===== src/rtl/i2c_master_bit_engine_assert.svh =====
// Assertion helpers; clock and reset are the names in scope at the use site.
`ifndef I2C_MASTER_BIT_ENGINE_ASSERT_SVH
`define I2C_MASTER_BIT_ENGINE_ASSERT_SVH

// Same-cycle implication.
`define I2C_MBE_ASSERT_NOW(label, ante, cons) \
   label: assert property (@(posedge clock) disable iff (reset) (ante) |-> (cons)) \
      else $error("i2c_mbe assertion failed");

// Next-cycle implication.
`define I2C_MBE_ASSERT_NEXT(label, ante, cons) \
   label: assert property (@(posedge clock) disable iff (reset) (ante) |=> (cons)) \
      else $error("i2c_mbe assertion failed");

`endif


===== src/rtl/i2c_mbe_pkg.sv =====
`timescale 1ns / 1ps
package i2c_mbe_pkg;

   localparam int HP_WIDTH         = 16;
   localparam int BYTE_WIDTH       = 8;
   localparam int OP_WIDTH         = 3;
   localparam int CMD_QUEUE_DEPTH  = 2;
   localparam int RSP_QUEUE_DEPTH  = 2;

   localparam logic [HP_WIDTH-1:0] HALF_PERIOD_RESET = 16'd5;

   typedef enum logic [OP_WIDTH-1:0] {
      OP_START = 3'd0,
      OP_STOP  = 3'd1,
      OP_WRITE = 3'd2,
      OP_READ  = 3'd3,
      OP_SACK  = 3'd4,
      OP_SNAK  = 3'd5,
      OP_RACK  = 3'd6
   } op_type;

   typedef struct packed {
      logic                  cmd_valid;
      logic                  cmd_legal;
      logic [OP_WIDTH-1:0]   opcode;
      logic [BYTE_WIDTH-1:0] tx_byte;
      logic                  sda_in;
   } cmd_beat_type;

   typedef struct packed {
      logic                  scl_out;
      logic                  sda_out;
      logic                  busy_res;
      logic                  done_res;
      logic [BYTE_WIDTH-1:0] rx_byte;
      logic                  ack_bit;
      logic                  cmd_rejected;
   } rsp_beat_type;

endpackage


===== src/rtl/i2c_master_bit_engine.sv =====
`timescale 1ns / 1ps
// channel   handshake               payload
// req       push / full             req_cmd_valid req_opcode req_tx_byte req_sda_in
// rsp       empty / pop             rsp_scl_out rsp_sda_out rsp_busy_res rsp_done_res
//                                   rsp_rx_byte rsp_ack_bit rsp_cmd_rejected
// csr       csr_valid / csr_ready   csr_half_period_ticks
//
// One tick beat accepted per cycle while full is low; its result beat passes through the
// command queue and the engine into the result queue, and can be popped once it is there.
// The engine state updates once per beat; it stalls only when the result queue
// is full, and full rises only when the command queue backs up behind it.
// Synchronous reset: pins released, half period 5, both queues empty. csr_ready is
// always high.
module i2c_master_bit_engine #(
   parameter int CMD_DEPTH = i2c_mbe_pkg::CMD_QUEUE_DEPTH,
   parameter int RSP_DEPTH = i2c_mbe_pkg::RSP_QUEUE_DEPTH
) (
   input  logic                               clock,
   input  logic                               reset,
   input  logic                               push,
   output logic                               full,
   input  logic                               req_cmd_valid,
   input  logic [i2c_mbe_pkg::OP_WIDTH-1:0]   req_opcode,
   input  logic [i2c_mbe_pkg::BYTE_WIDTH-1:0] req_tx_byte,
   input  logic                               req_sda_in,
   output logic                               empty,
   input  logic                               pop,
   output logic                               rsp_scl_out,
   output logic                               rsp_sda_out,
   output logic                               rsp_busy_res,
   output logic                               rsp_done_res,
   output logic [i2c_mbe_pkg::BYTE_WIDTH-1:0] rsp_rx_byte,
   output logic                               rsp_ack_bit,
   output logic                               rsp_cmd_rejected,
   input  logic                               csr_valid,
   output logic                               csr_ready,
   input  logic [i2c_mbe_pkg::HP_WIDTH-1:0]   csr_half_period_ticks
);
   import i2c_mbe_pkg::*;

   cmd_beat_type cmd_beat;
   rsp_beat_type rsp_beat;
   logic         cmd_empty;
   logic         cmd_pop;

   i2c_mbe_front #(
      .DEPTH (CMD_DEPTH)
   ) u_front (
      .clock         (clock),
      .reset         (reset),
      .push          (push),
      .full          (full),
      .req_cmd_valid (req_cmd_valid),
      .req_opcode    (req_opcode),
      .req_tx_byte   (req_tx_byte),
      .req_sda_in    (req_sda_in),
      .cmd_pop       (cmd_pop),
      .cmd_empty     (cmd_empty),
      .cmd_beat      (cmd_beat)
   );

   i2c_mbe_back #(
      .DEPTH (RSP_DEPTH)
   ) u_back (
      .clock                 (clock),
      .reset                 (reset),
      .csr_valid             (csr_valid),
      .csr_ready             (csr_ready),
      .csr_half_period_ticks (csr_half_period_ticks),
      .cmd_empty             (cmd_empty),
      .cmd_pop               (cmd_pop),
      .cmd_beat              (cmd_beat),
      .pop                   (pop),
      .empty                 (empty),
      .rsp_beat              (rsp_beat)
   );

   assign rsp_scl_out      = rsp_beat.scl_out;
   assign rsp_sda_out      = rsp_beat.sda_out;
   assign rsp_busy_res     = rsp_beat.busy_res;
   assign rsp_done_res     = rsp_beat.done_res;
   assign rsp_rx_byte      = rsp_beat.rx_byte;
   assign rsp_ack_bit      = rsp_beat.ack_bit;
   assign rsp_cmd_rejected = rsp_beat.cmd_rejected;

endmodule


===== src/rtl/i2c_mbe_queue.sv =====
`timescale 1ns / 1ps
module i2c_mbe_queue #(
   parameter int WIDTH = 8,
   parameter int DEPTH = 2
) (
   input  logic             clock,
   input  logic             reset,
   input  logic             push,
   output logic             full,
   input  logic [WIDTH-1:0] wr_data,
   input  logic             pop,
   output logic             empty,
   output logic [WIDTH-1:0] rd_data
);

   localparam int PTR_W = (DEPTH > 1) ? $clog2(DEPTH) : 1;
   localparam int CNT_W = $clog2(DEPTH + 1);

   logic [WIDTH-1:0] mem_ff [DEPTH];
   logic [PTR_W-1:0] wr_ptr_ff, wr_ptr_in;
   logic [PTR_W-1:0] rd_ptr_ff, rd_ptr_in;
   logic [CNT_W-1:0] count_ff, count_in;
   logic             do_push, do_pop;

   assign full    = (count_ff == CNT_W'(DEPTH));
   assign empty   = (count_ff == '0);
   assign do_push = push && !full;
   assign do_pop  = pop && !empty;
   assign rd_data = mem_ff[rd_ptr_ff];

   always_comb begin
      wr_ptr_in = wr_ptr_ff;
      rd_ptr_in = rd_ptr_ff;
      count_in  = count_ff;
      if (do_push) begin
         wr_ptr_in = (wr_ptr_ff == PTR_W'(DEPTH - 1)) ? '0 : wr_ptr_ff + PTR_W'(1);
      end
      if (do_pop) begin
         rd_ptr_in = (rd_ptr_ff == PTR_W'(DEPTH - 1)) ? '0 : rd_ptr_ff + PTR_W'(1);
      end
      if (do_push && !do_pop) begin
         count_in = count_ff + CNT_W'(1);
      end else if (do_pop && !do_push) begin
         count_in = count_ff - CNT_W'(1);
      end
   end

   always_ff @(posedge clock) begin
      if (reset) begin
         wr_ptr_ff <= '0;
         rd_ptr_ff <= '0;
         count_ff  <= '0;
      end else begin
         wr_ptr_ff <= wr_ptr_in;
         rd_ptr_ff <= rd_ptr_in;
         count_ff  <= count_in;
      end
   end

   always_ff @(posedge clock) begin
      if (do_push) begin
         mem_ff[wr_ptr_ff] <= wr_data;
      end
   end

endmodule


===== src/rtl/i2c_mbe_front.sv =====
`timescale 1ns / 1ps
module i2c_mbe_front #(
   parameter int DEPTH = i2c_mbe_pkg::CMD_QUEUE_DEPTH
) (
   input  logic                               clock,
   input  logic                               reset,
   input  logic                               push,
   output logic                               full,
   input  logic                               req_cmd_valid,
   input  logic [i2c_mbe_pkg::OP_WIDTH-1:0]   req_opcode,
   input  logic [i2c_mbe_pkg::BYTE_WIDTH-1:0] req_tx_byte,
   input  logic                               req_sda_in,
   input  logic                               cmd_pop,
   output logic                               cmd_empty,
   output i2c_mbe_pkg::cmd_beat_type          cmd_beat
);
   import i2c_mbe_pkg::*;

   localparam int BEAT_W = $bits(cmd_beat_type);

   cmd_beat_type      beat_in;
   logic [BEAT_W-1:0] rd_data;

   always_comb begin
      beat_in.cmd_valid = req_cmd_valid;
      beat_in.cmd_legal = (req_opcode <= OP_RACK);
      beat_in.opcode    = req_opcode;
      beat_in.tx_byte   = req_tx_byte;
      beat_in.sda_in    = req_sda_in;
   end

   assign cmd_beat = cmd_beat_type'(rd_data);

   i2c_mbe_queue #(
      .WIDTH (BEAT_W),
      .DEPTH (DEPTH)
   ) u_cmd_queue (
      .clock   (clock),
      .reset   (reset),
      .push    (push),
      .full    (full),
      .wr_data (BEAT_W'(beat_in)),
      .pop     (cmd_pop),
      .empty   (cmd_empty),
      .rd_data (rd_data)
   );

endmodule


===== src/rtl/i2c_mbe_back.sv =====
`timescale 1ns / 1ps
`include "i2c_master_bit_engine_assert.svh"
module i2c_mbe_back #(
   parameter int DEPTH = i2c_mbe_pkg::RSP_QUEUE_DEPTH
) (
   input  logic                             clock,
   input  logic                             reset,
   input  logic                             csr_valid,
   output logic                             csr_ready,
   input  logic [i2c_mbe_pkg::HP_WIDTH-1:0] csr_half_period_ticks,
   input  logic                             cmd_empty,
   output logic                             cmd_pop,
   input  i2c_mbe_pkg::cmd_beat_type        cmd_beat,
   input  logic                             pop,
   output logic                             empty,
   output i2c_mbe_pkg::rsp_beat_type        rsp_beat
);
   import i2c_mbe_pkg::*;

   localparam int                    BEAT_W     = $bits(rsp_beat_type);
   localparam logic [1:0]            PH_FIRST   = 2'd0;
   localparam logic [1:0]            PH_SECOND  = 2'd1;
   localparam logic [3:0]            BITS_BYTE  = 4'd8;

   typedef struct packed {
      logic                  scl;
      logic                  sda;
      logic [BYTE_WIDTH-1:0] shift;
   } pins_type;

   function automatic logic [1:0] phases_per_bit(input op_type op);
      return (op == OP_WRITE || op == OP_RACK) ? 2'd3 : 2'd2;
   endfunction

   function automatic logic [3:0] bits_of(input op_type op);
      return (op == OP_WRITE || op == OP_READ) ? BITS_BYTE : 4'd1;
   endfunction

   function automatic pins_type enter_phase(input op_type op, input logic [1:0] ph,
                                            input pins_type cur);
      pins_type p;
      p = cur;
      unique case (op)
         OP_START: begin
            if (ph == PH_FIRST) begin
               p.sda = 1'b1;
               p.scl = 1'b1;
            end else begin
               p.sda = 1'b0;
            end
         end
         OP_STOP: begin
            if (ph == PH_FIRST) begin
               p.sda = 1'b0;
               p.scl = 1'b1;
            end else begin
               p.sda = 1'b1;
            end
         end
         OP_WRITE: begin
            if (ph == PH_FIRST) begin
               p.sda   = cur.shift[BYTE_WIDTH-1];
               p.shift = {cur.shift[BYTE_WIDTH-2:0], 1'b0};
            end else if (ph == PH_SECOND) begin
               p.scl = 1'b1;
            end else begin
               p.scl = 1'b0;
            end
         end
         OP_READ: begin
            if (ph == PH_FIRST) begin
               p.sda = 1'b1;
               p.scl = 1'b1;
            end else begin
               p.scl = 1'b0;
            end
         end
         OP_SACK, OP_SNAK: begin
            if (ph == PH_FIRST) begin
               p.sda = (op == OP_SNAK);
               p.scl = 1'b1;
            end else begin
               p.scl = 1'b0;
            end
         end
         default: begin
            // receive ack
            if (ph == PH_FIRST) begin
               p.sda = 1'b1;
            end else if (ph == PH_SECOND) begin
               p.scl = 1'b1;
            end else begin
               p.scl = 1'b0;
            end
         end
      endcase
      return p;
   endfunction

   logic [HP_WIDTH-1:0]   half_period_ff;
   op_type                active_op_ff, active_op_in;
   logic                  running_ff, running_in;
   logic [HP_WIDTH-1:0]   tick_count_ff, tick_count_in;
   logic [1:0]            phase_index_ff, phase_index_in;
   logic [3:0]            bit_count_ff, bit_count_in;
   logic [BYTE_WIDTH-1:0] shift_reg_ff, shift_reg_in;
   logic                  scl_level_ff, scl_level_in;
   logic                  sda_level_ff, sda_level_in;
   logic                  ack_reg_ff, ack_reg_in;
   logic [BYTE_WIDTH-1:0] rx_hold_ff, rx_hold_in;

   logic                  fire, rsp_full;
   logic                  done, rejected;
   logic [HP_WIDTH-1:0]   period;
   logic [BYTE_WIDTH-1:0] shift_mid;
   logic [1:0]            ph_next;
   logic [3:0]            bc_next;
   logic                  wrapped;
   op_type                new_op;
   pins_type              pins_cur, pins_nxt;
   rsp_beat_type          rsp_in;
   logic [BEAT_W-1:0]     rsp_rd;

   assign csr_ready = 1'b1;
   assign fire      = !cmd_empty && !rsp_full;
   assign cmd_pop   = fire;
   assign period    = (half_period_ff == '0) ? HP_WIDTH'(1) : half_period_ff;
   assign new_op    = op_type'(cmd_beat.opcode);

   always_comb begin
      active_op_in   = active_op_ff;
      running_in     = running_ff;
      tick_count_in  = tick_count_ff;
      phase_index_in = phase_index_ff;
      bit_count_in   = bit_count_ff;
      shift_reg_in   = shift_reg_ff;
      scl_level_in   = scl_level_ff;
      sda_level_in   = sda_level_ff;
      ack_reg_in     = ack_reg_ff;
      rx_hold_in     = rx_hold_ff;
      done           = 1'b0;
      rejected       = 1'b0;
      shift_mid      = shift_reg_ff;
      ph_next        = phase_index_ff + 2'd1;
      bc_next        = bit_count_ff;
      wrapped        = 1'b0;
      pins_cur       = '{scl: scl_level_ff, sda: sda_level_ff, shift: shift_reg_ff};
      pins_nxt       = pins_cur;

      if (running_ff) begin
         rejected = cmd_beat.cmd_valid;
         if (tick_count_ff >= period) begin
            if (active_op_ff == OP_READ && phase_index_ff == PH_FIRST) begin
               shift_mid = {shift_reg_ff[BYTE_WIDTH-2:0], cmd_beat.sda_in};
            end
            if (active_op_ff == OP_RACK && phase_index_ff == PH_SECOND) begin
               ack_reg_in = cmd_beat.sda_in;
            end
            if (ph_next >= phases_per_bit(active_op_ff)) begin
               ph_next = PH_FIRST;
               bc_next = bit_count_ff + 4'd1;
               wrapped = 1'b1;
            end
            if (wrapped && bc_next >= bits_of(active_op_ff)) begin
               if (active_op_ff == OP_START) begin
                  scl_level_in = 1'b0;
               end
               if (active_op_ff == OP_READ) begin
                  rx_hold_in = shift_mid;
               end
               shift_reg_in   = shift_mid;
               running_in     = 1'b0;
               phase_index_in = PH_FIRST;
               bit_count_in   = '0;
               tick_count_in  = '0;
               done           = 1'b1;
            end else begin
               pins_cur.shift = shift_mid;
               pins_nxt       = enter_phase(active_op_ff, ph_next, pins_cur);
               scl_level_in   = pins_nxt.scl;
               sda_level_in   = pins_nxt.sda;
               shift_reg_in   = pins_nxt.shift;
               phase_index_in = ph_next;
               bit_count_in   = bc_next;
               tick_count_in  = HP_WIDTH'(1);
            end
         end else begin
            tick_count_in = tick_count_ff + HP_WIDTH'(1);
         end
      end else if (cmd_beat.cmd_valid && cmd_beat.cmd_legal) begin
         if (new_op == OP_WRITE) begin
            pins_cur.shift = cmd_beat.tx_byte;
         end else if (new_op == OP_READ) begin
            pins_cur.shift = '0;
         end
         pins_nxt       = enter_phase(new_op, PH_FIRST, pins_cur);
         active_op_in   = new_op;
         running_in     = 1'b1;
         phase_index_in = PH_FIRST;
         bit_count_in   = '0;
         tick_count_in  = HP_WIDTH'(1);
         scl_level_in   = pins_nxt.scl;
         sda_level_in   = pins_nxt.sda;
         shift_reg_in   = pins_nxt.shift;
      end

      rsp_in.scl_out      = scl_level_in;
      rsp_in.sda_out      = sda_level_in;
      rsp_in.busy_res     = running_in;
      rsp_in.done_res     = done;
      rsp_in.rx_byte      = rx_hold_in;
      rsp_in.ack_bit      = ack_reg_in;
      rsp_in.cmd_rejected = rejected;
   end

   always_ff @(posedge clock) begin
      if (reset) begin
         half_period_ff <= HALF_PERIOD_RESET;
         active_op_ff   <= OP_START;
         running_ff     <= 1'b0;
         tick_count_ff  <= '0;
         phase_index_ff <= PH_FIRST;
         bit_count_ff   <= '0;
         shift_reg_ff   <= '0;
         scl_level_ff   <= 1'b1;
         sda_level_ff   <= 1'b1;
         ack_reg_ff     <= 1'b1;
         rx_hold_ff     <= '0;
      end else begin
         if (csr_valid && csr_ready) begin
            half_period_ff <= csr_half_period_ticks;
         end
         if (fire) begin
            active_op_ff   <= active_op_in;
            running_ff     <= running_in;
            tick_count_ff  <= tick_count_in;
            phase_index_ff <= phase_index_in;
            bit_count_ff   <= bit_count_in;
            shift_reg_ff   <= shift_reg_in;
            scl_level_ff   <= scl_level_in;
            sda_level_ff   <= sda_level_in;
            ack_reg_ff     <= ack_reg_in;
            rx_hold_ff     <= rx_hold_in;
         end
      end
   end

   assign rsp_beat = rsp_beat_type'(rsp_rd);

   i2c_mbe_queue #(
      .WIDTH (BEAT_W),
      .DEPTH (DEPTH)
   ) u_rsp_queue (
      .clock   (clock),
      .reset   (reset),
      .push    (fire),
      .full    (rsp_full),
      .wr_data (BEAT_W'(rsp_in)),
      .pop     (pop),
      .empty   (empty),
      .rd_data (rsp_rd)
   );

   `I2C_MBE_ASSERT_NOW(a_idle_tick_clear, !running_ff, tick_count_ff == '0)
   `I2C_MBE_ASSERT_NOW(a_busy_tick_set, running_ff, tick_count_ff != '0)
   `I2C_MBE_ASSERT_NOW(a_bits_range, 1'b1, bit_count_ff <= BITS_BYTE)
   `I2C_MBE_ASSERT_NOW(a_done_from_busy, fire && done, running_ff && !running_in)
   `I2C_MBE_ASSERT_NEXT(a_beat_stored, fire, !empty)

endmodule


===== config.mk =====
export PLATFORM = sky130hd
export DESIGN_NAME = i2c_master_bit_engine
export DESIGN_NICKNAME = d
export VERILOG_FILES = /design/src/rtl/i2c_mbe_pkg.sv /design/src/rtl/i2c_master_bit_engine.sv /design/src/rtl/i2c_mbe_queue.sv /design/src/rtl/i2c_mbe_front.sv /design/src/rtl/i2c_mbe_back.sv
export VERILOG_INCLUDE_DIRS = /design/src /design/src/rtl
export SDC_FILE = /design/constraint.sdc
export NUM_CORES = 1
export LEC_CHECK = 0
export BUFFER_PORTS_ARGS = -buffer_cell sky130_fd_sc_hd__buf_2
export CAP_MARGIN = 10
export CORE_MARGIN = 3
export CORE_UTILIZATION = 35
export CTS_CLUSTER_SIZE = 12
export DETAILED_ROUTE_END_ITERATION = 7
export PLACE_DENSITY = 0.62
export SYNTH_ARGS = -nofsm -noshare
export SYNTH_HDL_FRONTEND = slang
export SYNTH_SLANG_ARGS = --single-unit

===== constraint.sdc =====
create_clock -name clock -period 8.1 [get_ports clock]
set_input_delay 0.405 -clock clock [delete_from_list [all_inputs] [get_ports clock]]
set_output_delay 0.405 -clock clock [all_outputs]
set_load 0.01 [all_outputs]

==> impl_metrics.py, run 1 <==
metrics = {
    "run_status": {
        "status": "complete, no violations",
    },
    "drt": {
        "detailedRoute.firstPassIterationCount": 4,
        "avgViaCountPerCell": 5.48,
        "detail_route.drc_violations": 0,
        "postRouteAntennaNets": 0,
        "vias": 4907,
        "avgRoutedWirePerCell_um": 16.7,
        "wirelength_um": 14900,
        "first_iter_violations": 395,
    },
    "clock_network": {
        "sinks_on_the_clock_net": 127,
        "cts-root-buf": "sky130_fd_sc_hd__clkbuf_16",
        "insertion_delay_ns": 0.42,
        "cts_buffers": 17,
        "post_cts_buffers": 0,
        "cts-root-to-sink-buffers": 2,
        "clk_transition_reported_paths_ns": 0.06,
        "tritoncts": "built",
        "htree_num_levels": 4,
        "cts-hold-fix-buffers": 0,
        "number_of_cells_upsized_or_downsized_after_cts": 0,
    },
    "placed_design": {
        "placement.io_buffers": 49,
        "gp_congestion": 0.875,
        "placed_area_um2": 6870,
        "placedCellCount": 861,
        "hpwlAfterDp_um": 10400,
    },
    "grt": {
        "gr-usage-all-layers_pct": 15.4,
        "first_global_vias": 4920,
        "global_route_wire_length_before_repair_um": 24900,
        "grt_start_max_net_pins": 75,
        "antenna_found_initial": 0,
        "grt_overflow": 0,
    },
    "pwr": {
        "ir_worst_vdd_v": 0.000164,
        "power_leakage_nw": 2.80,
        "power.density_cell_area_nw_per_um2": 293,
        "seq_power_share_pct": 40.1,
        "pwr-share-clk_pct": 32.9,
        "swShare_pct": 33.4,
        "p_switching_uw": 729,
        "p_int_mw": 1.46,
        "power_frac_comb_pct": 27.0,
    },
    "timing": {
        "fin_crit_sh_pct": 45.1,
        "grt_setup_unrepaired": "no",
        "slew_viol_final": 0,
        "worst-slew-pin-transition_ns": 0.990,
        "hold_violations": 0,
        "final-setup-viol-count": 0,
        "min_period_ns": 3.65,
        "timing.slew.headroom_pct": 33.6,
        "clock_skew_ns": 0.0117,
        "fin_setup_tns_ns": 0,
        "fmax_mhz": 274,
    },
    "yosys": {
        "ys_top_cells_by_area": "sky130_fd_sc_hd__edfxtp_1 (26%), sky130_fd_sc_hd__dfxtp_1 (22%), sky130_fd_sc_hd__mux2_2 (6.0%)",
        "ys_seq_elements": 127,
        "synth_flop_cell": "sky130_fd_sc_hd__dfxtp_1",
        "asyncSetResetFlopFracSynth_pct": 0,
        "netlist.area_leader.share_pct": 26.2,
        "netlist-cell-type-count": 67,
        "avg_cell_area_syn_um2": 10.5,
        "ys_top_cells_by_count": "sky130_fd_sc_hd__dfxtp_1 (71), sky130_fd_sc_hd__edfxtp_1 (56), sky130_fd_sc_hd__nor2_1 (55)",
        "yosysTopAreaCell": "sky130_fd_sc_hd__edfxtp_1",
        "number_of_enable_type_register_cells_in_the_synthesized_netlist": 56,
        "syn-instance-count": 614,
        "postSynthNetCount": 674,
        "synth_warnings": 0,
        "synth-seq-area-share_pct": 48.3,
        "synth_most_common_cell": "sky130_fd_sc_hd__dfxtp_1",
        "total_standard_cell_area_after_synthesis_um2": 6420,
    },
    "cells_and_area": {
        "instances_no_fill": 895,
        "final.fill_count": 1679,
        "area_growth_syn_to_layout_pct": 15.9,
        "multi_input_area_um2": 3070,
        "layout.area.seq_um2": 3100,
        "antenna-diode-count": 0,
        "drive_gt1_share_pct": 20.1,
        "final_nets": 717,
        "postLayoutCellArea_um2": 7450,
    },
    "flow_run": {
        "max_cap_violations": 0,
    },
    "worst_hold_path": {
        "timing.hold.worst_path_depth": 1,
        "hold_path.class": "primary input to register",
    },
    "floorplanning": {
        "core_um2": 17700,
        "placement_row_count": 48,
        "fp.dieArea_um2": 20000,
        "floorplan.die.height_um": 141,
        "i_o_pins": 51,
        "dieWidth_um": 141,
        "initial_utilization_pct": 36.4,
    },
    "setup_path": {
        "worstSetupEndpointType": "register",
        "worst-r2r-cell-count": 10,
        "data_arrival_at_the_endpoint_of_the_critical_path_ns": 3.81,
        "crit_required_ns": 8.26,
        "worst-path-max-fanout": 14,
        "type_of_the_setup_path_with_the_least_slack": "register to register",
        "worst_setup_path_start_kind": "register",
    },
}
layout by cell type, fill, tap and decap left out, types with 6 or more instances in the layout:
cell type	netlist	routed
sky130_fd_sc_hd__dfxtp_1	71	71
sky130_fd_sc_hd__edfxtp_1	56	56
sky130_fd_sc_hd__nor2_1	55	55
sky130_fd_sc_hd__buf_2	4	49
sky130_fd_sc_hd__mux2_2	34	34
sky130_fd_sc_hd__mux2i_1	33	33
sky130_fd_sc_hd__inv_1	29	29
sky130_fd_sc_hd__nand2_1	27	27
sky130_fd_sc_hd__ha_1	26	26
sky130_fd_sc_hd__a21oi_1	22	22
sky130_fd_sc_hd__o21ai_0	20	20
sky130_fd_sc_hd__xor2_1	19	19
sky130_fd_sc_hd__nor3_1	19	19
sky130_fd_sc_hd__o211ai_1	19	19
sky130_fd_sc_hd__clkbuf_16	0	17
sky130_fd_sc_hd__nand3_1	16	16
sky130_fd_sc_hd__and3_1	12	12
sky130_fd_sc_hd__nor4_1	12	12
sky130_fd_sc_hd__buf_4	1	9
sky130_fd_sc_hd__nand4_1	8	8
sky130_fd_sc_hd__nand2b_1	6	6
sky130_fd_sc_hd__a211oi_1	6	6
sky130_fd_sc_hd__a41o_1	6	6
sky130_fd_sc_hd__nor2b_1	6	6
sky130_fd_sc_hd__inv_6	0	6
power by group through the flow:
stage	combinational (mW)	clock (mW)	sequential, mW
6_report	0.590	0.718	0.877
5_1_grt	0.657	0.757	0.893
4_1_cts	0.587	0.729	0.877
3_5_place_dp	0.581	0	0.892
3_3_place_gp	0.571	0	0.884
2_1_floorplan	0.439	0	0.843
worst paths after layout:
check / start / slack [ns] / to
worst max-delay path: u_back.active_op_ff[1]$_SDFFE_PP0P_ / 4.45 / u_back.u_rsp_queue.mem_ff[1][9]$_DFFE_PP_
worst min register to register: u_back.phase_index_ff[1]$_SDFFE_PP0P_ / 0.49 / u_back.phase_index_ff[1]$_SDFFE_PP0P_
worst max register to register: u_back.active_op_ff[1]$_SDFFE_PP0P_ / 4.45 / u_back.u_rsp_queue.mem_ff[1][9]$_DFFE_PP_
worst min-delay path: req_tx_byte[6] / 0.17 / u_front.u_cmd_queue.mem_ff[0][7]$_DFFE_PP_
registers in the layout, summed over array words and instances, names as in the netlist, 2 cells and up, named ones only:
name / cells
u_back.active_op_ff: 3
u_back.u_rsp_queue.count_ff: 2
u_back.tick_count_ff: 16
u_back.shift_reg_ff: 8
u_front.u_cmd_queue.count_ff: 2
u_back.phase_index_ff: 2
u_front.u_cmd_queue.mem_ff: 28
u_back.bit_count_ff: 4
u_back.rx_hold_ff: 8
u_back.u_rsp_queue.mem_ff: 28
u_back.half_period_ff: 16
layout make-up:
type / instances / share of cell area, %
clock inverter: 15 / 1.78
clock buffer: 17 / 5.71
timing repair buffer: 59 / 4.35
multi-input combinational: 422 / 41.2
sequential: 127 / 41.7
tap: 225 / 3.78
inverter: 30 / 1.51
stage by stage:
| step | hold WS (ns) | util, % | total power [mW] | setup WS (ns) |
|---|---|---|---|---|
| final | 0.173 | 42.2 | 2.18 | 4.45 |
| after global placement | 0.462 | 38.9 | 1.45 | 4.58 |
| after floorplan | 0.444 | - | 1.28 | 4.82 |
| after CTS | 0.161 | 42.1 | 2.19 | 4.42 |
| after global routing | 0.165 | 42.2 | 2.31 | 4.00 |
| after detailed placement | 0.480 | 38.9 | 1.47 | 4.44 |
per-layer routing:
metal | share of wire (%) | wire length, um | track usage, %
met1 | 44 | 6630 | 20.2
met2 | 49 | 7290 | 25.2
met3 | 5.2 | 771 | 3.30
met4 | 1.6 | 244 | 5.35
met5 | 0 | 0 | 0
cells by family after synthesis:
family	Yosys count	share of synthesized area [%]
compound gates	123	14.0
buf+inv	65	3.93
fa+ha+maj	26	5.06
simple gates	181	14.2
xor+xnor	24	3.27
other cells	1	0.0584
mux	67	11.1
flops	127	48.3
worst max-delay path: stages (launching register included):
cell	delay, ns
sky130_fd_sc_hd__dfxtp_1	0.55
sky130_fd_sc_hd__nor2b_1	0.21
sky130_fd_sc_hd__ha_1	0.25
sky130_fd_sc_hd__nand2b_1	0.20
sky130_fd_sc_hd__nand3_1	0.12
sky130_fd_sc_hd__xnor2_1	0.15
sky130_fd_sc_hd__ha_1	0.20
sky130_fd_sc_hd__o211ai_1	0.16
sky130_fd_sc_hd__or4b_4	0.58
sky130_fd_sc_hd__nor3_2	0.52
sky130_fd_sc_hd__mux2_2	0.43
No activity file was read; power rests on OpenSTA's default activity.
==> run 2: changes to the inputs <==
--- a/config.mk
+++ b/config.mk
@@ -6,13 +6,14 @@
 export SDC_FILE = /design/constraint.sdc
 export NUM_CORES = 1
 export LEC_CHECK = 0
+export ABC_AREA = 1
 export BUFFER_PORTS_ARGS = -buffer_cell sky130_fd_sc_hd__buf_2
 export CAP_MARGIN = 10
 export CORE_MARGIN = 3
 export CORE_UTILIZATION = 35
 export CTS_CLUSTER_SIZE = 12
 export DETAILED_ROUTE_END_ITERATION = 7
-export PLACE_DENSITY = 0.62
+export PLACE_DENSITY = 0.64
 export SYNTH_ARGS = -nofsm -noshare
 export SYNTH_HDL_FRONTEND = slang
 export SYNTH_SLANG_ARGS = --single-unit
==> constraint.sdc (replaced) <==
create_clock -name clock -period 3.05 [get_ports clock]
set_input_delay 0.1525 -clock clock [delete_from_list [all_inputs] [get_ports clock]]
set_output_delay 0.1525 -clock clock [all_outputs]
set_load 0.01 [all_outputs]
==> run 2 against run 1 <==
Net effect: first-iteration DRC count down 25%; global-route usage fell by 0.53 points; synthesized area increased by 3.4%; fmax increased by 30%; register-to-register slack worse by 4.2 ns; clock skew about the same; flip-flop and latch count unchanged; critical path type unchanged.
==> impl_metrics.py, run 2 <==
metrics = {
    "run_status": {
        "status": "complete, no violations",
    },
    "timing": {
        "clock_skew_ns": 0.0114,
        "grt_setup_unrepaired": "no",
        "timing.slew.headroom_pct": 52.0,
        "hold_slack_final_ns": 0.0291,
        "fin_crit_sh_pct": 92.3,
        "final-setup-viol-count": 0,
        "min_period_ns": 2.81,
        "hold_violations": 0,
        "slew_viol_final": 0,
        "worst-slew-pin-transition_ns": 0.719,
        "fmax_mhz": 355,
        "fin_setup_tns_ns": 0,
    },
    "drt": {
        "postRouteAntennaNets": 0,
        "avgViaCountPerCell": 4.77,
        "avgRoutedWirePerCell_um": 13.0,
        "detail_route.drc_violations": 0,
        "wirelength_um": 15100,
        "first_iter_violations": 297,
        "detailedRoute.firstPassIterationCount": 5,
        "vias": 5518,
    },
    "grt": {
        "antenna_found_initial": 0,
        "grt_overflow": 0,
        "gr-usage-all-layers_pct": 14.9,
        "global_route_wire_length_before_repair_um": 24400,
        "grt_start_max_net_pins": 30,
        "first_global_vias": 4960,
    },
    "setup_path": {
        "regToRegStartpoint": "u_back.active_op_ff[0]$_SDFFE_PP0P_",
        "worst_setup_path_start_kind": "register",
        "worst-r2r-cell-count": 15,
        "timing.critical_path.slowest_cell_delay_ns": 0.35,
        "data_arrival_at_the_endpoint_of_the_critical_path_ns": 2.97,
        "worstPathCellList": "inv_1 -> nand2_1 -> inv_1 -> ha_1 -> nand2_1 -> nand2_2 -> nand4_1 -> xor2_1 -> inv_1 -> ha_1 -> nand2_1 -> a21oi_4 -> nand3_4 -> nand2_1 -> nand2_1",
        "worstSetupEndpointType": "register",
        "slowest_stage": "sky130_fd_sc_hd__dfxtp_2",
        "timing.critical_path.max_delay_family": "simple AND/OR/NAND/NOR gates",
        "crit_required_ns": 3.21,
        "type_of_the_setup_path_with_the_least_slack": "register to register",
        "timing.rr.end": "u_back.u_rsp_queue.mem_ff[0][9]$_DFFE_PP_",
        "worst-r2r-setup-slack_ns": 0.24,
        "critical_path.most_common_cell": "sky130_fd_sc_hd__nand2_1",
        "cp_num_cells": 15,
        "worst-path-max-fanout": 8,
        "cp.buffers_inverters": 3,
    },
    "floorplanning": {
        "floorplan.die.height_um": 144,
        "dieWidth_um": 144,
        "initial_utilization_pct": 36.3,
        "placement_row_count": 49,
        "i_o_pins": 51,
        "fp.dieArea_um2": 20700,
        "core_um2": 18300,
    },
    "cells_and_area": {
        "antenna-diode-count": 0,
        "final_nets": 975,
        "layout.area.seq_um2": 3100,
        "final_cell_mix": "sky130_fd_sc_hd__nand2_1 (216), sky130_fd_sc_hd__inv_1 (95), sky130_fd_sc_hd__dfxtp_1 (70)",
        "multi_input_area_um2": 3060,
        "layout_commonest_cell": "sky130_fd_sc_hd__nand2_1",
        "area_growth_syn_to_layout_pct": 21.5,
        "final.fill_count": 1785,
        "reg.largest.list": "u_back.u_rsp_queue.mem_ff: 28 flops, u_front.u_cmd_queue.mem_ff: 28 flops",
        "drive_gt1_share_pct": 15.5,
        "instances_no_fill": 1157,
    },
    "yosys": {
        "yosysTopAreaCell": "sky130_fd_sc_hd__edfxtp_1",
        "netlist-cell-type-count": 40,
        "postSynthNetCount": 900,
        "syn-instance-count": 840,
        "netlist.area_leader.share_pct": 25.3,
        "total_standard_cell_area_after_synthesis_um2": 6650,
        "ys_top_cells_by_area": "sky130_fd_sc_hd__edfxtp_1 (25%), sky130_fd_sc_hd__dfxtp_1 (21%), sky130_fd_sc_hd__nand2_1 (12%)",
        "ys_top_cells_by_count": "sky130_fd_sc_hd__nand2_1 (219), sky130_fd_sc_hd__inv_1 (95), sky130_fd_sc_hd__dfxtp_1 (71)",
        "synth-seq-area-share_pct": 46.7,
        "synth_most_common_cell": "sky130_fd_sc_hd__nand2_1",
        "synth_warnings": 0,
        "avg_cell_area_syn_um2": 7.91,
        "number_of_enable_type_register_cells_in_the_synthesized_netlist": 56,
        "ys_seq_elements": 127,
        "asyncSetResetFlopFracSynth_pct": 0,
        "synth_flop_cell": "sky130_fd_sc_hd__dfxtp_1",
    },
    "placed_design": {
        "placement.io_buffers": 49,
        "hpwlAfterDp_um": 10600,
        "gp_congestion": 0.886,
        "placedCellCount": 1104,
    },
    "pwr": {
        "ir_worst_vdd_v": 0.000451,
        "finalPower_mw": 7.32,
        "power.density_cell_area_nw_per_um2": 906,
        "power_leakage_nw": 3.55,
    },
    "clock_network": {
        "cts_buffers": 17,
        "tritoncts": "built",
        "cts-root-to-sink-buffers": 2,
        "insertion_delay_ns": 0.42,
        "cts-root-buf": "sky130_fd_sc_hd__clkbuf_16",
        "clk_transition_reported_paths_ns": 0.06,
        "sinks_on_the_clock_net": 127,
        "htree_num_levels": 4,
    },
    "worst_hold_path": {
        "hp-start": "csr_half_period_ticks[3]",
        "hold_path.class": "primary input to register",
        "timing.hold.worst_path_depth": 3,
        "timing.hold.worst_endpoint": "u_back.half_period_ff[3]$_SDFFE_PP0P_",
    },
    "flow_run": {
        "max_cap_violations": 0,
    },
}
==> run 2: cell count changes in the layout (fill, tap and decap cells not counted), sizes merged, moves of 12 or more <==
cell | before | now
mux2 | 34 | 14
mux2i | 33 | 0
and3 | 12 | 0
o211ai | 19 | 0
nand3 | 16 | 67
nor3 | 20 | 7
inv | 36 | 103
nand2 | 27 | 226
a21oi | 22 | 63
nor2 | 55 | 75
o21ai | 21 | 56
dlygate4sd3 | 0 | 18
==> run 2: cell type report <==
type | count | area share (%)
tap | 229 | 3.55
clock buffer | 20 | 5.66
inverter | 101 | 4.73
timing repair buffer | 84 | 6.90
clock inverter | 12 | 2.82
sequential | 127 | 38.5
multi-input combinational | 584 | 37.9
==> run 2: cells by family (layout without fill, tap and decap cells) <==
kind of cell / count (synthesis) / in the layout / synth area share, %
AO/OA/AOI/OAI: 132 / 132 / 10.8
XOR/XNOR: 12 / 12 / 1.58
adder cells (fa/ha/maj): 26 / 26 / 4.89
buffers and inverters: 129 / 217 / 7.81
flip-flops: 127 / 127 / 46.7
multiplexers: 14 / 14 / 2.37
other: 1 / 1 / 0.0564
AND/OR/NAND/NOR: 399 / 399 / 25.8
==> run 2: where the power goes <==
| part | internal [mW] | switching (mW) |
|---|---|---|
| registers | 2.29 | 0.198 |
| logic | 0.869 | 1.63 |
| clock network | 1.58 | 0.750 |
==> run 2: how the worst max path moves through the flow <==
stage	startpoint	endpoint	slack, ns
after CTS	u_back.active_op_ff[0]$_SDFFE_PP0P_	u_back.u_rsp_queue.mem_ff[1][4]$_DFFE_PP_	0.1
final	u_back.active_op_ff[0]$_SDFFE_PP0P_	u_back.u_rsp_queue.mem_ff[0][9]$_DFFE_PP_	0.24
after detailed placement	u_back.active_op_ff[0]$_SDFFE_PP0P_	u_back.u_rsp_queue.mem_ff[0][4]$_DFFE_PP_	0.02
after floorplan	u_back.active_op_ff[0]$_SDFFE_PP0P_	u_back.u_rsp_queue.mem_ff[0][12]$_DFFE_PP_	0.51
after global placement	u_back.active_op_ff[0]$_SDFFE_PP0P_	u_back.u_rsp_queue.mem_ff[0][6]$_DFFE_PP_	0.12
after global routing	u_back.active_op_ff[0]$_SDFFE_PP0P_	u_back.rx_hold_ff[3]$_SDFFE_PP0P_	0.02
==> run 2: per-layer routing <==
metal	track usage (%)	part of all wire, %	vias up
met1	21.2	51	2478
met3	3.09	4.1	15
met2	22.3	44	106
met4	5.20	1.3	0
met5	0	0	-
li1	-	-	2919
==> run 2: worst register-to-register path: cells and delay by family, from the launching register on <==
family                     cells  cell delay, ns
buffers and inverters          3            0.21
xor gates and xnor gates       1            0.21
adders and majority gates      2            0.57
DFF                            1            0.35
and+or+nand+nor                8            0.93
AOI/OAI and AO/OA              1            0.28
==> run 2: per-stage QoR <==
step	util, %	setup WS (ns)	area (um^2)
after floorplan	-	0.511	6650
after global placement	39.0	0.120	7150
after detailed placement	39.0	0.0220	7150
after CTS	43.7	0.0986	8020
after global routing	44.0	0.0237	8070
final	44.0	0.236	8070
==> run 2: what timing repair did <==
action	4_1_cts	5_1_grt
gates resized for setup	1	10
gates cloned	0	1
endpoints found under the hold margin	28	0
hold buffers	18	0
endpoints found under the setup margin	16	41
setup buffers	0	2
pin swaps	0	3
==> run 3: changes to the inputs <==
--- a/config.mk
+++ b/config.mk
@@ -6,7 +6,7 @@
 export SDC_FILE = /design/constraint.sdc
 export NUM_CORES = 1
 export LEC_CHECK = 0
-export ABC_AREA = 1
+export ABC_AREA = 0
 export BUFFER_PORTS_ARGS = -buffer_cell sky130_fd_sc_hd__buf_2
 export CAP_MARGIN = 10
 export CORE_MARGIN = 3
==> run 3 against run 2 <==
Net effect: critical path depth is 4 lower; final area is 0.47% higher; count of clock-buffer cells in the layout is 2 lower; total power is 17% lower; combinational power is 29% lower; fmax is 7.6% lower; utilization is 1.9 points higher; worst setup slack worse by 0.23 ns; flip-flop and latch count stayed put; global-route usage is 1.3 points higher; critical endpoint is now u_back.u_rsp_queue.mem_ff[0][2]$_DFFE_PP_; highest routed layer unchanged.
==> impl_metrics.py, run 3 (synthesis gave the netlist of run 1 again) <==
metrics = {
    "setup_path": {
        "timing.critical_path.slowest_cell_delay_ns": 0.57,
        "worstSetupEndpointType": "register",
        "worst-path-max-fanout": 8,
        "slowest_stage": "sky130_fd_sc_hd__or4b_4",
        "worst_setup_path_start_kind": "register",
        "worst-r2r-setup-slack_ns": 0.003,
        "worst_setup_path_endpoint": "u_back.u_rsp_queue.mem_ff[0][2]$_DFFE_PP_",
        "regToRegStartpoint": "u_back.active_op_ff[1]$_SDFFE_PP0P_",
        "worst-r2r-cell-count": 11,
        "critPathLaunch": "u_back.active_op_ff[1]$_SDFFE_PP0P_",
        "type_of_the_setup_path_with_the_least_slack": "register to register",
        "crit_required_ns": 3.21,
        "worstPathCellList": "nor2b_4 -> ha_4 -> nand2b_4 -> nand2_4 -> xor2_2 -> ha_1 -> nor4_4 -> or4b_4 -> nor3_4 -> buf_12 -> mux2_4",
        "data_arrival_at_the_endpoint_of_the_critical_path_ns": 3.21,
        "timing.rr.end": "u_back.u_rsp_queue.mem_ff[0][2]$_DFFE_PP_",
    },
    "clock_network": {
        "tritoncts": "built",
        "insertion_delay_ns": 0.42,
        "sinks_on_the_clock_net": 127,
        "cts-root-buf": "sky130_fd_sc_hd__clkbuf_16",
        "htree_num_levels": 4,
        "cts-root-to-sink-buffers": 2,
        "cts_buffers": 17,
        "clk_transition_reported_paths_ns": 0.06,
    },
    "cells_and_area": {
        "final_nets": 767,
        "area_growth_syn_to_layout_pct": 26.2,
        "reg.largest.list": "u_back.u_rsp_queue.mem_ff: 28 flops, u_front.u_cmd_queue.mem_ff: 28 flops",
        "drive_gt1_share_pct": 23.6,
        "antenna-diode-count": 0,
        "final_cell_mix": "sky130_fd_sc_hd__dfxtp_1 (69), sky130_fd_sc_hd__edfxtp_1 (56), sky130_fd_sc_hd__nor2_1 (55)",
        "layout_commonest_cell": "sky130_fd_sc_hd__dfxtp_1",
    },
    "worst_hold_path": {
        "hold_path.class": "primary input to register",
    },
    "grt": {
        "grt_overflow": 0,
        "global_route.usage.met1_pct": 20.4,
        "global_route_wire_length_before_repair_um": 25900,
        "antenna_found_initial": 0,
        "grt_util_met3_pct": 4.15,
        "grtUsageMet2_pct": 26.7,
        "grt.busiest_layer": "met2",
        "first_global_vias": 5237,
        "gr-usage-all-layers_pct": 16.2,
        "grt_start_max_net_pins": 45,
    },
    "floorplanning": {
        "initial_utilization_pct": 36.4,
        "placement_row_count": 48,
        "i_o_pins": 51,
        "core_um2": 17700,
        "floorplan.die.height_um": 141,
        "fp.dieArea_um2": 20000,
        "dieWidth_um": 141,
    },
    "pwr": {
        "ir_worst_vdd_v": 0.000415,
        "power_leakage_nw": 3.09,
        "power.density_cell_area_nw_per_um2": 752,
    },
    "flow_run": {
        "max_cap_violations": 0,
    },
    "timing": {
        "fin_setup_tns_ns": 0,
        "fin_crit_sh_pct": 99.9,
        "hold_slack_final_ns": 0.0187,
        "hold_violations": 0,
        "slew_viol_final": 0,
        "final-setup-viol-count": 0,
        "grt_setup_unrepaired": "yes",
        "clock_skew_ns": 0.00790,
        "min_period_ns": 3.05,
        "worst-slew-pin-transition_ns": 0.724,
        "timing.slew.headroom_pct": 51.0,
        "fmax_mhz": 328,
    },
    "drt": {
        "avgRoutedWirePerCell_um": 17.1,
        "postRouteAntennaNets": 0,
        "wirelength_um": 16200,
        "vias": 5247,
        "detailedRoute.firstPassIterationCount": 5,
        "first_iter_violations": 551,
        "detail_route.drc_violations": 0,
        "avgViaCountPerCell": 5.55,
    },
    "run_status": {
        "status": "complete, no violations",
    },
    "placed_design": {
        "hpwlAfterDp_um": 10900,
        "gp_congestion": 0.823,
        "placement.io_buffers": 49,
    },
}
-- run 3: changes by cell type in the layout (fill, tap and decap cells not counted), moves of 33 or more --
cell,delta
sky130_fd_sc_hd__a21oi_1,-40
sky130_fd_sc_hd__inv_1,-66
sky130_fd_sc_hd__mux2i_1,+33
sky130_fd_sc_hd__nand2_1,-190
sky130_fd_sc_hd__nand3_1,-48
sky130_fd_sc_hd__o21ai_0,-34
-- run 3: per-layer routing --
layer	vias to the layer above	part of all wire [%]
met5	-	0
met4	0	2.3
met3	33	5.0
met2	145	48
met1	2582	44
li1	2487	-
-- run 3: how the worst min path moves through the flow --
stage	slack (ns)	start	end	depth (start not counted)
2_1_floorplan	0.25	req_sda_in	u_front.u_cmd_queue.mem_ff[0][0]$_DFFE_PP_	0
3_3_place_gp	0.34	req_tx_byte[7]	u_front.u_cmd_queue.mem_ff[0][8]$_DFFE_PP_	1
3_5_place_dp	0.34	req_tx_byte[6]	u_front.u_cmd_queue.mem_ff[0][7]$_DFFE_PP_	1
5_1_grt	0.05	csr_half_period_ticks[15]	u_back.half_period_ff[15]$_SDFFE_PP0P_	3
4_1_cts	0.007	csr_half_period_ticks[15]	u_back.half_period_ff[15]$_SDFFE_PP0P_	3
6_report	0.02	csr_half_period_ticks[15]	u_back.half_period_ff[15]$_SDFFE_PP0P_	3
-- run 3: power by group --
part	internal [mW]	switching, mW	total, mW
Sequential	2.11	0.175	2.28
Clock	1.28	0.760	2.04
Combinational	0.731	1.04	1.78
-- run 3: metrics by stage --
step	setup WS (ns)	power, mW	utilization (%)	instance area (um^2)	cells
final	0.00327	6.10	45.9	8110	945
after global routing	-0.105	6.41	45.9	8110	945
after detailed placement	-0.00348	3.99	40.0	7070	884
after floorplan	0.0247	3.41	-	6440	614
after global placement	0.0950	3.92	40.0	7070	884
after CTS	0.00170	6.08	45.0	7950	944
-- run 3: worst max-delay path, delay by kind of cell (launching register included) --
family | cells | cell delay, ns
muxes | 1 | 0.31
and+or+nand+nor | 6 | 1.24
adders and majority gates | 2 | 0.59
xor gates and xnor gates | 1 | 0.15
buffers and inverters | 1 | 0.17
DFF | 1 | 0.32
-- run 3: timing repair --
item,CTS,global route
pin swaps,0,10
hold buffers,28,0
gates resized for setup,1,28
setup endpoints to repair,3,36
buffers inserted,0,1
endpoints found under the hold margin,41,0
-- run 3: area by class of cell --
type	count	area, um^2
clock buffer	18	429
fill	1618	9550
inverter	30	113
sequential	127	3110
clock inverter	14	168
multi-input combinational	422	3230
tap	225	282
timing repair buffer	109	782
